**src/design/rses_isqrt.sv**
```systemverilog
// Pipelined integer square root of a 32-bit radicand, one result bit a stage.
// Extra payload rides along in the sideband.
module rses_isqrt #(
	parameter int SideW = 8
) (
	input  logic             clk,
	input  logic             arst_n,
	input  logic             en,
	input  logic             in_vld,
	input  logic [31:0]      x,
	input  logic [SideW-1:0] side_in,
	output logic             out_vld,
	output logic [15:0]      root,
	output logic [SideW-1:0] side_out
);
	localparam int Steps = 16;

	logic [31:0]      rem_s [Steps+1];
	logic [15:0]      res_s [Steps+1];
	logic [SideW-1:0] sd_s  [Steps+1];
	logic             v_s   [Steps+1];

	assign rem_s[0] = x;
	assign res_s[0] = '0;
	assign sd_s[0]  = side_in;
	assign v_s[0]   = in_vld;

	for (genvar k = 0; k < Steps; k++) begin : g_step
		logic [33:0] trial;
		logic [33:0] rem_w;
		logic        take;
		// try setting root bit (15-k)
		assign trial = (34'(res_s[k]) << (Steps - k)) |
			(34'd1 << (2 * (Steps - 1 - k)));
		assign rem_w = {2'b0, rem_s[k]};
		assign take  = rem_w >= trial;
		always_ff @(posedge clk or negedge arst_n) begin
			if (!arst_n) begin
				v_s[k+1] <= 1'b0;
			end else if (en) begin
				v_s[k+1] <= v_s[k];
			end
		end
		always_ff @(posedge clk) begin
			if (en) begin
				rem_s[k+1] <= take ? rem_s[k] - trial[31:0] : rem_s[k];
				res_s[k+1] <= take ? (res_s[k] | (16'd1 << (Steps - 1 - k))) : res_s[k];
				sd_s[k+1]  <= sd_s[k];
			end
		end
	end

	assign out_vld  = v_s[Steps];
	assign root     = res_s[Steps];
	assign side_out = sd_s[Steps];
endmodule

```
**config.mk**
```make
export PLATFORM = sky130hd
export DESIGN_NAME = rses_isqrt
export DESIGN_NICKNAME = d
export VERILOG_FILES = /design/src/design/rses_isqrt.sv
export SDC_FILE = /design/constraint.sdc
export NUM_CORES = 1
export LEC_CHECK = 0
export BUFFER_PORTS_ARGS = -buffer_cell sky130_fd_sc_hd__buf_2
export CORE_AREA = 4 4 355 182
export CTS_CLUSTER_DIAMETER = 40
export DETAILED_ROUTE_END_ITERATION = 8
export DIE_AREA = 0 0 359 186
export HOLD_SLACK_MARGIN = 0.08
export PLACE_DENSITY = 0.71
export RECOVER_POWER = 50
export SKIP_LAST_GASP = 1
export SYNTH_ARGS = -nofsm -noshare
export SYNTH_HDL_FRONTEND = slang
export SYNTH_SLANG_ARGS = --single-unit
export TNS_END_PERCENT = 5
```
**constraint.sdc**
```tcl
create_clock -name clk -period 5.35 [get_ports clk]
set_clock_uncertainty 0.1 [all_clocks]
set_input_delay 0.8025 -clock clk [delete_from_list [all_inputs] [get_ports clk]]
set_output_delay 0.8025 -clock clk [all_outputs]
set_load 0.005 [all_outputs]
```
==> results_dict.tcl <==
set metrics [dict create \
    outcome "complete, but fails checks" \
    violations "max-capacitance violations, max-slew violations" \
    critPathTopFamily "simple AND/OR/NAND/NOR gates" \
    cts_resized 0 \
    setup-tns-final_ps 0 \
    yosysSeqAreaShare_pct 67.9 \
    die_h_um 186 \
    drtIter0Drc 1075 \
    ir_worst_vdd_mv 0.282 \
    maxSlewViolCount 342 \
    cp_max_fo 29 \
    p_seq_share_pct 52.4 \
    hpwl_um 37000 \
    synth_area_um2 33500 \
    num_antenna_cells 0 \
    drive_gt1_share_pct 8.74 \
    cts_tree "done" \
    power_density_nw_per_um2 404 \
    ant_nets 0 \
    firstDrtPassIters 5 \
    rows 64 \
    io_pins 69 \
    max_cap_violations 4 \
    synth_nets 2587 \
    gp_congestion 0.906 \
    cts_sinks 760 \
    rsz0062_at_grt "no" \
    start_kind "flip-flop" \
    crit_path_frequent_cell "inv_1" \
    syn_inst 2393 \
    end_kind "flip-flop" \
    dp_slack_ps 1630 \
    pwr-share-comb_pct 14.3 \
    slowest_stage "a2111oi_0" \
    ctsRootBufferMaster "clkbuf_16" \
    finalHoldViolations 0 \
    grt_max_degree 133 \
    nets 2704 \
    wl_per_cell_um 15.5 \
    crit_type "flip-flop to flip-flop" \
    power_switching_mw 3.74 \
    setup_viol 0 \
    clockBufferDepth 3 \
    fp.dieW_um 359 \
    syn2layout_area_growth_pct 10.8 \
    period_needed_ps 3810 \
    clk_pin_slew_ps 60 \
    synthFlopType "edfxtp_1" \
    fin_crit_sh_pct 71.3 \
    coreArea_um2 61000 \
    postRouteWirelength_um 52600 \
    setup_ws_ps 1540 \
    htreeDepth 3 \
    max_freq_mhz 262 \
    vias 18300 \
    worst_pin_slew_ps 3380 \
    drc_errors 0 \
    crit_path_max_incr_delay_ps 790 \
    crit_required_ps 5600 \
    synth_edf_count 744 \
    viasPerCell 5.40 \
    p_int_mw 11.3 \
    clk_latency_ps 600 \
    switching_share_pct 24.9 \
    clkPwrFrac_pct 33.3 \
    cp_num_buf_inv 3 \
    place.port_buffers 68 \
    ys_async_sr_fraction_pct 2.11 \
    die_area_um2 66800 \
    synth.ff_latch_count 760 \
    leakage_nw 13.7 \
    reg2reg_slack_ps 1540 \
    power_mw 15.0 \
    globalRouteTotalUtil_pct 16.0 \
    grt_overflow 0 \
    start_util_pct 54.9 \
    grt_pass1_wl_um 88200 \
    grt_antenna_before_repair 0 \
    relSlewSlack_pct -125 \
    hp-class "input port to flip-flop" \
    worstPathCellList "inv_1 -> ha_1 -> a2111oi_0 -> nand2_1 -> nor3_1 -> and3_1 -> buf_4 -> inv_1 -> mux2_1" \
    cts_buffers 71 \
    grt_pass1_vias 18500 \
    synth_warnings 0 \
    synth.distinct_cells 78 \
    crit_arrival_ps 4060 \
    syn_avg_cell_area_um2 14.0 \
]
## cells in the mapped netlist (4+ instances only)
cell,number,area [µm²]
o31a_1,7,61.3
nor3b_1,5,37.5
mux2i_1,6,60.1
o21bai_1,6,45.0
a21o_1,27,203
nor4_1,74,463
o211ai_1,6,45.0
nor4b_1,14,123
dfrtp_1,16,400
mux2_2,29,327
ha_1,150,1880
o31ai_1,13,97.6
nand2b_1,32,200
a21boi_0,7,52.6
and2_1,11,68.8
or3_1,20,125
xnor2_1,99,867
clkbuf_1,25,93.8
nor3_1,64,320
nand4_1,24,150
and3_1,17,106
nand2_1,146,548
inv_1,175,657
xor2_1,99,867
nor2b_1,18,113
a211oi_1,16,120
or4_1,11,82.6
or2_2,8,50.1
a21oi_1,111,556
a221oi_1,7,61.3
a2111oi_2,4,60.1
edfxtp_1,744,22300
nor2_1,124,465
and4_1,5,43.8
o21a_1,35,263
nand3b_1,14,105
nand4b_1,7,61.3
o22ai_1,4,25.0
buf_4,10,75.1
nand3_1,25,125
o21ai_0,120,601
## worst register-to-register path, stage by stage (launching register included)
cell and delay (ps):
edfxtp_1 360, inv_1 50, ha_1 470, a2111oi_0 790, nand2_1 250, nor3_1 210
and3_1 530, buf_4 380, inv_1 110, mux2_1 320
## path summary, 6_finish.rpt
check / from / endpoint / cells past startpoint
min in group asynchronous: arst_n / out_vld / 2
max in group asynchronous: arst_n / v_s[8] / 2
setup reg to reg: g_step[14].trial[17] / g_step[15].rem_w[15] / 9
hold / removal: side_in[0] / sd_s[120] / 1
hold reg to reg: sd_s[22] / sd_s[14] / 0
setup / recovery: g_step[14].trial[17] / g_step[15].rem_w[15] / 9
## power by group through the flow
stage	Sequential [mW]	Combinational [mW]	Clock, mW
3_3_place_gp	7.95	2.10	0
4_1_cts	7.85	2.15	5.14
5_1_grt	7.94	2.41	5.41
6_report	7.86	2.14	5.00
2_1_floorplan	7.83	1.63	0
3_5_place_dp	7.98	2.14	0
## metrics by stage
step | instance area, µm² | hold WS [ps] | std cells | util [%]
final | 37100 | 279 | 3388 | 60.8
after global placement | 34800 | 300 | 3261 | 57.1
after global routing | 37100 | 240 | 3388 | 60.8
after floorplan | 33500 | 300 | 2393 | -
after detailed placement | 34800 | 305 | 3261 | 57.1
after CTS | 37200 | 240 | 3388 | 60.9
## kinds of logic after synthesis
logic type	after synthesis	synth area share, %
XOR/XNOR	198	5.18
flip-flops	760	67.9
AO/OA/AOI/OAI	404	7.70
multiplexers	36	1.19
buffers and inverters	215	2.59
AND/OR/NAND/NOR	630	9.86
adder cells (fa/ha/maj)	150	5.60
## layer usage
layer | global-route usage [%] | up-vias | routed length [µm]
met5 | 0 | - | 0
met4 | 6.89 | 0 | 2010
met3 | 2.98 | 140 | 2060
met2 | 29.3 | 369 | 26100
met1 | 18.8 | 8557 | 22400
li1 | - | 9231 | -
## layout make-up
type	count	area, µm²
Fill cell	4648	23900
Sequential cell	760	22700
Tap cell	825	1030
Clock buffer	79	1810
Inverter	176	661
Multi-Input combinational cell	1418	9890
Clock inverter	47	514
Timing Repair Buffer	83	464
## registers in the layout, indices dropped and copies added, names as in the netlist
name / cells
g_step.rem_w: 480
root: 16
g_step.trial: 120
sd_s: 120
v_s: 15
out_vld: 1
side_out: 8
## cell usage in the layout, fill, tap and decap left out, types with 9 or more instances in the layout
cell type,count
nand3b_1,14
and3_1,17
clkinv_1,14
nor2b_1,18
a21oi_1,111
buf_2,49
clkbuf_16,71
xor2_1,99
dfrtp_1,16
and2_1,11
or3_1,20
a211oi_1,16
a21o_1,27
o21a_1,35
or4_1,11
inv_1,175
clkbuf_1,27
nand2_1,146
nor4b_1,14
xnor2_1,99
nor3_1,64
mux2_2,29
o21ai_0,120
o31ai_1,13
edfxtp_1,744
nand3_1,25
ha_1,150
nand2b_1,32
nor4_1,74
clkinv_2,9
nor2_1,123
nand4_1,24
## repair_timing
action	CTS	global route
setup endpoints to repair	0	0
endpoints found under the hold margin	16	0
hold buffers	1	0
buffers inserted	0	0
Note: power is estimated with default switching activity, not from simulation.
