==> config.mk <==
export PLATFORM = sky130hd
export DESIGN_NAME = rses_line_pick
export DESIGN_NICKNAME = d
export VERILOG_FILES = /design/src/design/rses_pkg.sv /design/src/design/rses_line_pick.sv
export SDC_FILE = /design/constraint.sdc
export NUM_CORES = 1
export LEC_CHECK = 0
export ABC_AREA = 1
export BUFFER_PORTS_ARGS = -buffer_cell sky130_fd_sc_hd__buf_2
export CAP_MARGIN = 20
export CORE_MARGIN = 3
export CORE_UTILIZATION = 41
export CTS_BUF_LIST = sky130_fd_sc_hd__clkbuf_16
export CTS_CLUSTER_DIAMETER = 60
export DETAILED_ROUTE_END_ITERATION = 6
export GPL_TIMING_DRIVEN = 0
export PLACE_DENSITY = 0.69
export SLEW_MARGIN = 20
export SYNTH_ARGS = -nofsm -noshare
export SYNTH_HDL_FRONTEND = slang
export SYNTH_SLANG_ARGS = --single-unit
==> constraint.sdc <==
create_clock -name clk -period 4.1 [get_ports clk]
set_clock_uncertainty 0.15 [all_clocks]
set_input_delay 0.205 -clock clk [delete_from_list [all_inputs] [get_ports clk]]
set_output_delay 0.205 -clock clk [all_outputs]
set_load 0.02 [all_outputs]
==> src/design/rses_pkg.sv <==
package rses_pkg;

	localparam int FractionBitsDef = 24;
	localparam int LineCountDef    = 11;
	localparam int TableSize       = 16;
	localparam int EnergyW         = 15;
	localparam int ModeW           = 2;

	localparam logic [EnergyW-1:0] MeTk    = 15'd5110;
	localparam logic [EnergyW-1:0] TmaxTk  = 15'd22800;
	localparam logic [EnergyW-1:0] CsTk    = 15'd6620;
	localparam logic [EnergyW-1:0] CoTk    = 15'd12500;

	// beta envelope: floor(3/2 * shape(Tp)), Tp = 9120, pp = 13280; fits in 56 bits
	localparam logic [63:0] NmaxBeta = 64'd53047684131840000;

	typedef enum logic [ModeW-1:0] {
		MODE_RA = 2'd0,
		MODE_SR = 2'd1,
		MODE_CS = 2'd2,
		MODE_CO = 2'd3
	} mode_t;

	typedef struct packed {
		logic [23:0] uniform_a;
		logic [23:0] uniform_b;
	} in_beat_t;

	typedef struct packed {
		logic [14:0] energy_tenth_kev;
		logic        accepted;
		logic        is_electron;
	} out_beat_t;

	function automatic logic [14:0] line_energy(input logic [3:0] i);
		logic [14:0] e;
		case (i)
			4'd0: e = 15'd2420;
			4'd1: e = 15'd2952;
			4'd2: e = 15'd3519;
			4'd3: e = 15'd6093;
			4'd4: e = 15'd7684;
			4'd5: e = 15'd9341;
			4'd6: e = 15'd11203;
			4'd7: e = 15'd12381;
			4'd8: e = 15'd13780;
			4'd9: e = 15'd17645;
			4'd10: e = 15'd22041;
			default: e = 15'd0;
		endcase
		return e;
	endfunction

	function automatic logic [10:0] line_weight(input logic [3:0] i);
		logic [10:0] w;
		case (i)
			4'd0: w = 11'd74;
			4'd1: w = 11'd193;
			4'd2: w = 11'd376;
			4'd3: w = 11'd461;
			4'd4: w = 11'd49;
			4'd5: w = 11'd31;
			4'd6: w = 11'd151;
			4'd7: w = 11'd58;
			4'd8: w = 11'd40;
			4'd9: w = 11'd154;
			4'd10: w = 11'd49;
			default: w = 11'd0;
		endcase
		return w;
	endfunction

endpackage

==> src/design/rses_line_pick.sv <==
// Inverse-CDF line pick: compare a*total against every cumulative weight,
// register the hit vector, then priority-select the energy.
module rses_line_pick #(
	parameter int FractionBits = rses_pkg::FractionBitsDef,
	parameter int LineCount    = rses_pkg::LineCountDef
) (
	input  logic                    clk,
	input  logic                    en,
	input  logic [FractionBits-1:0] a,
	output logic [14:0]             energy
);
	localparam int N = (LineCount < rses_pkg::TableSize) ? LineCount : rses_pkg::TableSize;
	localparam int CumW = 16;
	localparam int ProdW = FractionBits + CumW;

	logic [CumW-1:0] cum [N];
	logic [CumW-1:0] total;
	logic [N-1:0]    hit_s1;
	logic [ProdW-1:0] prod;

	// prefix sums of constant weights
	always_comb begin
		logic [CumW-1:0] acc;
		acc = '0;
		for (int i = 0; i < N; i++) begin
			acc = acc + CumW'(rses_pkg::line_weight(4'(i)));
			cum[i] = acc;
		end
		total = acc;
	end

	assign prod = ProdW'(a) * ProdW'(total);

	always_ff @(posedge clk) begin
		if (en) begin
			for (int i = 0; i < N; i++) begin
				hit_s1[i] <= prod <= ({{FractionBits{1'b0}}, cum[i]} << FractionBits);
			end
		end
	end

	// first hit wins, last line as fallback
	always_comb begin
		energy = rses_pkg::line_energy(4'(N - 1));
		for (int i = N - 1; i >= 0; i--) begin
			if (hit_s1[i]) begin
				energy = rses_pkg::line_energy(4'(i));
			end
		end
	end
endmodule

==> results of run 1 <==
## layout make-up
type                    count  area share [%]
multi-input cells         687            74.6
inverters                 229            10.4
repair buffers             84            7.77
flip-flops and latches     10            3.57
well taps                 180            2.68
clock buffers               3           0.893
clock inverters             1          0.0447
## metal layers
metal	wire, um	share of wire, %	vias up
met2	8750	51	147
met3	695	4.1	32
met4	337	2.0	0
met1	7330	43	2885
li1	-	-	3022
met5	0	0	-
## synthesized netlist by cell type, drive strengths merged
master / n / area [um^2]
a21oi: 33 / 176
and2: 5 / 32.5
edfxtp: 10 / 300
fa: 59 / 1180
ha: 95 / 1190
inv: 229 / 862
nand2: 295 / 1220
nand3: 68 / 408
nand3b: 6 / 57.6
nand4: 14 / 93.8
nor2: 80 / 355
nor2b: 1 / 6.26
nor3: 11 / 60.1
nor4: 1 / 6.26
o211ai: 2 / 15.0
o21a: 3 / 22.5
o21ai: 8 / 40.0
o31ai: 1 / 7.51
xnor2: 2 / 17.5
xor2: 3 / 26.3
## what timing repair did
item                                    in CTS  in global routing
pin swaps                                   65                155
setup buffers                               20                 24
endpoints found under the setup margin      10                 10
gates resized for setup                    105                262
## critical path, cell delays in order
cell,delay [ns]
clkbuf_4,0.16
ha_4,0.29
inv_1,0.05
fa_1,0.46
fa_1,0.50
inv_1,0.05
fa_1,0.50
ha_4,0.33
nand2_4,0.08
nor2_4,0.13
nand2_1,0.09
nand2_2,0.12
nand2_1,0.10
nand2_1,0.07
nand2_1,0.05
nand2_1,0.09
nand2_1,0.08
nor2_2,0.14
nand3_4,0.19
nor2_4,0.18
nand3b_1,0.10
nand2_1,0.08
## logic make-up after synthesis
family / Yosys count / share of synthesized area (%)
AND/OR/NAND/NOR: 481 / 36.9
buffers and inverters: 229 / 14.2
adder cells (fa/ha/maj): 154 / 39.0
AO/OA/AOI/OAI: 47 / 4.30
flip-flops: 10 / 4.94
XOR/XNOR: 5 / 0.720
## path summary, 6_finish.rpt
kind	start	end	slack [ns]	cells past startpoint
setup / recovery	a[3]	hit_s1[8]	-0.003	22
hold / removal	en	hit_s1[7]	0.19	1
## stage by stage
| stage | setup WS, ns | util [%] |
|---|---|---|
| after global routing | -0.154 | 59.2 |
| after CTS | 0.00385 | 51.1 |
| after detailed placement | -0.587 | 45.9 |
| final | -0.00270 | 59.2 |
| after floorplan | 0.0318 | - |
| after global placement | -0.567 | 45.9 |
## cells in the final DEF (no fill, tap or decap), drive strengths merged
cell / netlist / final
and2: 5 / 5
nor3: 11 / 11
clkinv: 0 / 1
inv: 229 / 229
buf: 0 / 83
clkbuf: 0 / 4
nor2: 80 / 80
fa: 59 / 59
o31ai: 1 / 1
o21ai: 8 / 8
nor4: 1 / 1
nand3: 68 / 68
xor2: 3 / 3
xnor2: 2 / 2
nand3b: 6 / 6
o21a: 3 / 3
nand2: 295 / 295
o211ai: 2 / 2
a21oi: 33 / 33
nor2b: 1 / 1
nand4: 14 / 14
edfxtp: 10 / 10
ha: 95 / 95
==> impl_metrics.env, run 1 <==
export IMPL_status="complete, but fails checks"
export IMPL_violations="negative setup slack"
export IMPL_numCtsBuffers=3
export IMPL_htreeDepth=1
export IMPL_drive_gt1_share_pct=39.3
export IMPL_hold_viol_final=0
export IMPL_ys_warn_count=0
export IMPL_grt_pass1_vias=5755
export IMPL_postPlaceCellArea_mm2=0.00653
export IMPL_rsz0062_at_grt="yes"
export IMPL_cp_start_kind="input pin"
export IMPL_fin_crit_sh_pct=100
export IMPL_syn_instance_count=926
export IMPL_clockBufferDepth=2
export IMPL_slew_violations=0
export IMPL_arrival_ns=4.05
export IMPL_drtIter0Drc=289
export IMPL_largest_register_ff_count=10
export IMPL_path_class="input pin to register"
export IMPL_grt_pass1_wl_mm=25.9
export IMPL_die_w_um=128
export IMPL_antenna_found_initial=0
export IMPL_grtUsageMet2_pct=33.4
export IMPL_clkSlewWorstSetupHoldPaths_ns=0.04
export IMPL_dpl_hpwl_mm=12.8
export IMPL_holdWs_ns=0.191
export IMPL_instances_no_fill=1194
export IMPL_wl_per_cell_um=14.3
export IMPL_slew_headroom_pct=79.2
export IMPL_ios=41
export IMPL_area_growth_pct=38.3
export IMPL_die_area_mm2=0.0163
export IMPL_synth_area_per_cell_um2=6.57
export IMPL_firstDrtPassIters=5
export IMPL_start_util_pct=42.8
export IMPL_drt_wl_total_mm=17.1
export IMPL_final_cell_area_mm2=0.00841
export IMPL_dp_cells=1146
export IMPL_multi_input_area_mm2=0.00627
export IMPL_met1_usage_pct=25.4
export IMPL_largest_register="hit_s1"
export IMPL_ant_nets=0
export IMPL_drv_cap=0
export IMPL_end_kind="register"
export IMPL_cp_max_fo=8
export IMPL_gp_congestion=0.920
export IMPL_clock_fmax_mhz=244
export IMPL_clock_sinks=10
export IMPL_core_mm2=0.0142
export IMPL_worst_slack_ns=-0.00270
export IMPL_yosysUniqueCellTypes=34
export IMPL_top_regs="hit_s1 (10)"
export IMPL_setup_tns_ns=-0.00270
export IMPL_fill_cells=1180
export IMPL_final_min_clock_period_ns=4.10
export IMPL_grt_ovfl_total=0
export IMPL_top_usage_layer="met2"
export IMPL_worstPathRequired_ns=4.05
export IMPL_seq_area_um2=300
export IMPL_grt_util_all_layers_pct=18.9
export IMPL_syn_num_nets=1106
export IMPL_n_antenna_cell=0
export IMPL_cts_root_buffer="clkbuf_16"
export IMPL_fp_dieH_um=128
export IMPL_port_buffers=40
export IMPL_cts_hold_buf=0
export IMPL_syn_area_mm2=0.00608
export IMPL_cts_tree="done"
export IMPL_worst_pin_slew_ns=0.309
export IMPL_yosysSeqAreaShare_pct=4.94
export IMPL_grt_util_met3_pct=1.46
export IMPL_drc_errors=0
export IMPL_vias=6086
export IMPL_grt_max_degree=11
export IMPL_min_delay_path_class="input pin to register"
export IMPL_nNetsFinal=1195
export IMPL_avgViaCountPerCell=5.10
export IMPL_rows=43
export IMPL_setup_viol=1
export IMPL_ys_ff_latch=10
Power of run 1 is left out: the tool's default activity adds up to more than one toggle a clock period on the data nets, which glitch-free logic cannot reach.
==> inputs of run 2 (changes only) <==
--- a/config.mk
+++ b/config.mk
@@ -11,3 +11,3 @@
 export CORE_MARGIN = 3
-export CORE_UTILIZATION = 41
+export CORE_UTILIZATION = 58
 export CTS_BUF_LIST = sky130_fd_sc_hd__clkbuf_16
@@ -16,3 +16,3 @@
 export GPL_TIMING_DRIVEN = 0
-export PLACE_DENSITY = 0.69
+export PLACE_DENSITY = 0.89
 export SLEW_MARGIN = 20
==> constraint.sdc (replaced) <==
create_clock -name clk -period 4.1 [get_ports clk]
set_clock_uncertainty 0.15 [all_clocks]
set_input_delay 0.41 -clock clk [delete_from_list [all_inputs] [get_ports clk]]
set_output_delay 0.41 -clock clk [all_outputs]
set_load 0.02 [all_outputs]
==> run 2 against run 1 <==
Against the previous run:
- the flow now stops in global routing (5_1_grt)
- synthesized cell count stayed put
- area after synthesis stayed put
==> impl_metrics.env, run 2 <==
export IMPL_status="aborted with a tool error"
export IMPL_flow_stopped_at="global routing (5_1_grt)"
export IMPL_error="[ERROR GRT-0232] Routing congestion too high. Check the congestion heatmap in the GUI."
export IMPL_dpl_hpwl_mm=13.1
export IMPL_postPlaceCellArea_mm2=0.00683
export IMPL_ys_top_cells_by_area="ha_1 (20%), fa_1 (19%), nand2_1 (16%), inv_1 (14%), edfxtp_1 (4.9%)"
export IMPL_ys_ff_latch=10
export IMPL_clockBufferDepth=2
export IMPL_fp_dieH_um=108
export IMPL_ys_async_sr_fraction_pct=0
export IMPL_yosys_area_top_type="ha_1"
export IMPL_yosysUniqueCellTypes=34
export IMPL_syn_area_mm2=0.00608
export IMPL_start_util_pct=60.8
export IMPL_cts_hold_buf=0
export IMPL_rows=36
export IMPL_ys_warn_count=0
export IMPL_htreeDepth=1
export IMPL_synth_top_area_share_pct=19.6
export IMPL_ios=41
export IMPL_die_w_um=108
export IMPL_yosysSeqAreaShare_pct=4.94
export IMPL_synth_area_per_cell_um2=6.57
export IMPL_port_buffers=40
export IMPL_grt_max_degree=11
export IMPL_synth_edf_count=10
export IMPL_cts_root_buffer="clkbuf_16"
export IMPL_numCtsBuffers=3
export IMPL_syn_num_nets=1106
export IMPL_clock_sinks=10
export IMPL_grt_ovfl_total=37
export IMPL_grt_util_all_layers_pct=66.0
export IMPL_dp_cells=1099
export IMPL_yosysMostFrequentCell="nand2_1"
export IMPL_gp_congestion=0.942
export IMPL_synth_ff_type="edfxtp_1"
export IMPL_syn_instance_count=926
export IMPL_worst_endpoint="hit_s1[5]$_DFFE_PP_/D"
export IMPL_synth_common_cells="nand2_1 (261), inv_1 (221), ha_1 (95), nor2_1 (64), fa_1 (59)"
export IMPL_worst_ep_kind="sequential cell input"
==> run 2: kinds of logic after synthesis <==
kind of cell | count (synthesis) | synth area share [%]
xor gates and xnor gates | 5 | 0.720
buffers and inverters | 229 | 14.2
and+or+nand+nor | 481 | 36.9
adders and majority gates | 154 | 39.0
AOI/OAI and AO/OA | 47 | 4.30
DFF | 10 | 4.94
==> run 2: metal layers <==
layer  GRT overflow  GRT usage, %
met1              0          64.5
met2             22          87.2
met3              1          44.8
met4             14          69.0
met5              0          14.7
==> run 2: timing repair <==
action | 4_1_cts
pin swaps | 149
setup endpoints to repair | 10
setup buffers | 29
resized for setup | 195
==> run 2: per-stage QoR <==
| stage | setup WS (ns) | TNS [ns] | utilization (%) | hold WS, ns |
|---|---|---|---|---|
| 2_1_floorplan | -0.00458 | -0.00532 | - | 0.372 |
| 3_3_place_gp | -0.532 | -4.92 | 68.3 | 0.622 |
| 3_5_place_dp | -0.581 | -5.37 | 68.3 | 0.631 |
| 4_1_cts | -0.0998 | -0.710 | 79.0 | 0.392 |
==> inputs of run 3 (changes only) <==
Settings changed: CORE_UTILIZATION 58 to 40, CTS_BUF_LIST sky130_fd_sc_hd__clkbuf_16 to not set, CTS_CLUSTER_DIAMETER 60 to not set, PLACE_DENSITY 0.89 to not set, PLACE_DENSITY_LB_ADDON set to 0.15.
Clock period 4.1 ns to 5.33 ns, I/O delays scaled along.
==> run 3 against run 2 <==
Against the previous run:
- the run now ends clean
==> impl_metrics.env, run 3 (synthesized netlist as in run 1, its figures left out) <==
export IMPL_status="finished, final reports clean"
export IMPL_crit_top_cell="nand2_1"
export IMPL_grt_ovfl_total=0
export IMPL_rsz0062_at_grt="no"
export IMPL_final_cell_mix="nand2_1 (261), inv_1 (221), ha_1 (95)"
export IMPL_grt_max_degree=11
export IMPL_fp_dieH_um=129
export IMPL_grt_util_all_layers_pct=18.5
export IMPL_largest_register="hit_s1"
export IMPL_top_regs="hit_s1 (10)"
export IMPL_power_leakage_nw=3.92
export IMPL_hp_start="en"
export IMPL_cp_cell_sequence="buf_2 > ha_1 > inv_1 > fa_1 > fa_1 > inv_1 > fa_1 > ha_1 > nand2_1 > nor2_2 > nand3_1 > nand3_2 > nand3_2 > nand2_1 > nand2_1 > nand2_1 > nand2_1 > nor2_2 > nand3_1 > nand3_1 > nand2_1"
export IMPL_drt_wl_total_mm=14.5
export IMPL_gp_congestion=0.887
export IMPL_drive_gt1_share_pct=12.4
export IMPL_ir_drop_uv=198
export IMPL_area_growth_pct=8.38
export IMPL_setup_viol=0
export IMPL_vias=5445
export IMPL_layout_commonest_cell="nand2_1"
export IMPL_largest_register_ff_count=10
export IMPL_grt_pass1_vias=5473
export IMPL_ios=41
export IMPL_wl_per_cell_um=12.6
export IMPL_dpl_hpwl_mm=13.1
export IMPL_met3WireLength_um=341
export IMPL_avgViaCountPerCell=4.72
export IMPL_wl_met1_mm=7.33
export IMPL_htreeDepth=1
export IMPL_fill_cells=1561
export IMPL_drtIter0Drc=276
export IMPL_drc_errors=0
export IMPL_core_mm2=0.0147
export IMPL_post_cts_resized=0
export IMPL_grt_pass1_wl_mm=25.4
export IMPL_die_area_mm2=0.0167
export IMPL_drv_cap=0
export IMPL_hold_viol_final=0
export IMPL_antenna_found_initial=0
export IMPL_cts_hold_buf=0
export IMPL_crit_path_top_delay_cell="fa_1"
export IMPL_path_class="input pin to register"
export IMPL_postCtsSetupRepairBufs=0
export IMPL_clock_sinks=10
export IMPL_firstDrtPassIters=5
export IMPL_end_kind="register"
export IMPL_clkSlewWorstSetupHoldPaths_ns=0.04
export IMPL_cts_root_buffer="clkbuf_16"
export IMPL_arrival_ns=4.65
export IMPL_clockBufferDepth=2
export IMPL_final_min_clock_period_ns=4.82
export IMPL_holdWs_ns=0.508
export IMPL_numCtsBuffers=3
export IMPL_cts_tree="done"
export IMPL_worst_pin_slew_ns=0.338
export IMPL_crit_start="a[9]"
export IMPL_slew_headroom_pct=77.5
export IMPL_slew_violations=0
export IMPL_nNetsFinal=1151
export IMPL_min_delay_path_class="input pin to register"
export IMPL_final_core_util_pct=44.8
export IMPL_rows=44
export IMPL_fin_crit_sh_pct=90.4
export IMPL_setup_tns_ns=0
export IMPL_max_stage_delay_ns=0.54
export IMPL_worstPathRequired_ns=5.16
export IMPL_top_layer_used="met4"
export IMPL_cp_start_kind="input pin"
export IMPL_powerDensity_mw_per_mm2=575
export IMPL_routed_wl_met2_mm=6.71
export IMPL_start_util_pct=41.4
export IMPL_cp_max_fo=5
export IMPL_die_w_um=129
export IMPL_clock_fmax_mhz=207
export IMPL_port_buffers=40
export IMPL_n_antenna_cell=0
export IMPL_ant_nets=0
==> run 3: per-stage QoR <==
stage | setup WS, ns | total power, mW | cells | instance area [um^2]
5_1_grt | 0.188 | 4.37 | 1154 | 6590
2_1_floorplan | 0.894 | 2.88 | 926 | 6080
3_5_place_dp | 0.268 | 3.65 | 1150 | 6510
4_1_cts | 0.505 | 3.81 | 1154 | 6590
6_report | 0.509 | 3.79 | 1154 | 6590
3_3_place_gp | 0.221 | 3.67 | 1150 | 6510
==> run 3: worst max-delay path: cells and delay by family <==
family	cells	cell delay, ns
buf+inv	3	0.33
fa+ha+maj	5	2.17
simple gates	13	1.63
==> run 3: final timing paths <==
path | end | slack, ns | depth (start not counted)
worst min-delay path | hit_s1[1] | 0.51 | 1
worst max-delay path | hit_s1[6] | 0.51 | 21
==> run 3: where the power goes <==
group | leakage, nW | internal (mW) | switching (mW)
registers | 0.0988 | 0.124 | 0.0309
logic | 3.78 | 1.13 | 2.37
clock network | 0.0385 | 0.0978 | 0.0302
==> run 3: cell type report <==
| cell class | instances | area, um^2 | share of cell area, % |
|---|---|---|---|
| Multi-Input combinational cell | 687 | 4920 | 74.6 |
| Inverter | 229 | 862 | 13.1 |
| Sequential cell | 10 | 300 | 4.56 |
| Tap cell | 184 | 230 | 3.49 |
| Timing Repair Buffer | 40 | 200 | 3.04 |
| Clock buffer | 3 | 75.1 | 1.14 |
| Clock inverter | 1 | 3.75 | 0.0570 |
==> run 3: metal layers <==
layer  GRT usage (%)  vias to the layer above
met2            31.9                       86
li1                -                     2924
met3           0.330                       10
met4            2.41                        0
met1            26.8                     2425
met5               0                        -
Note: power is estimated with default switching activity, not from simulation.
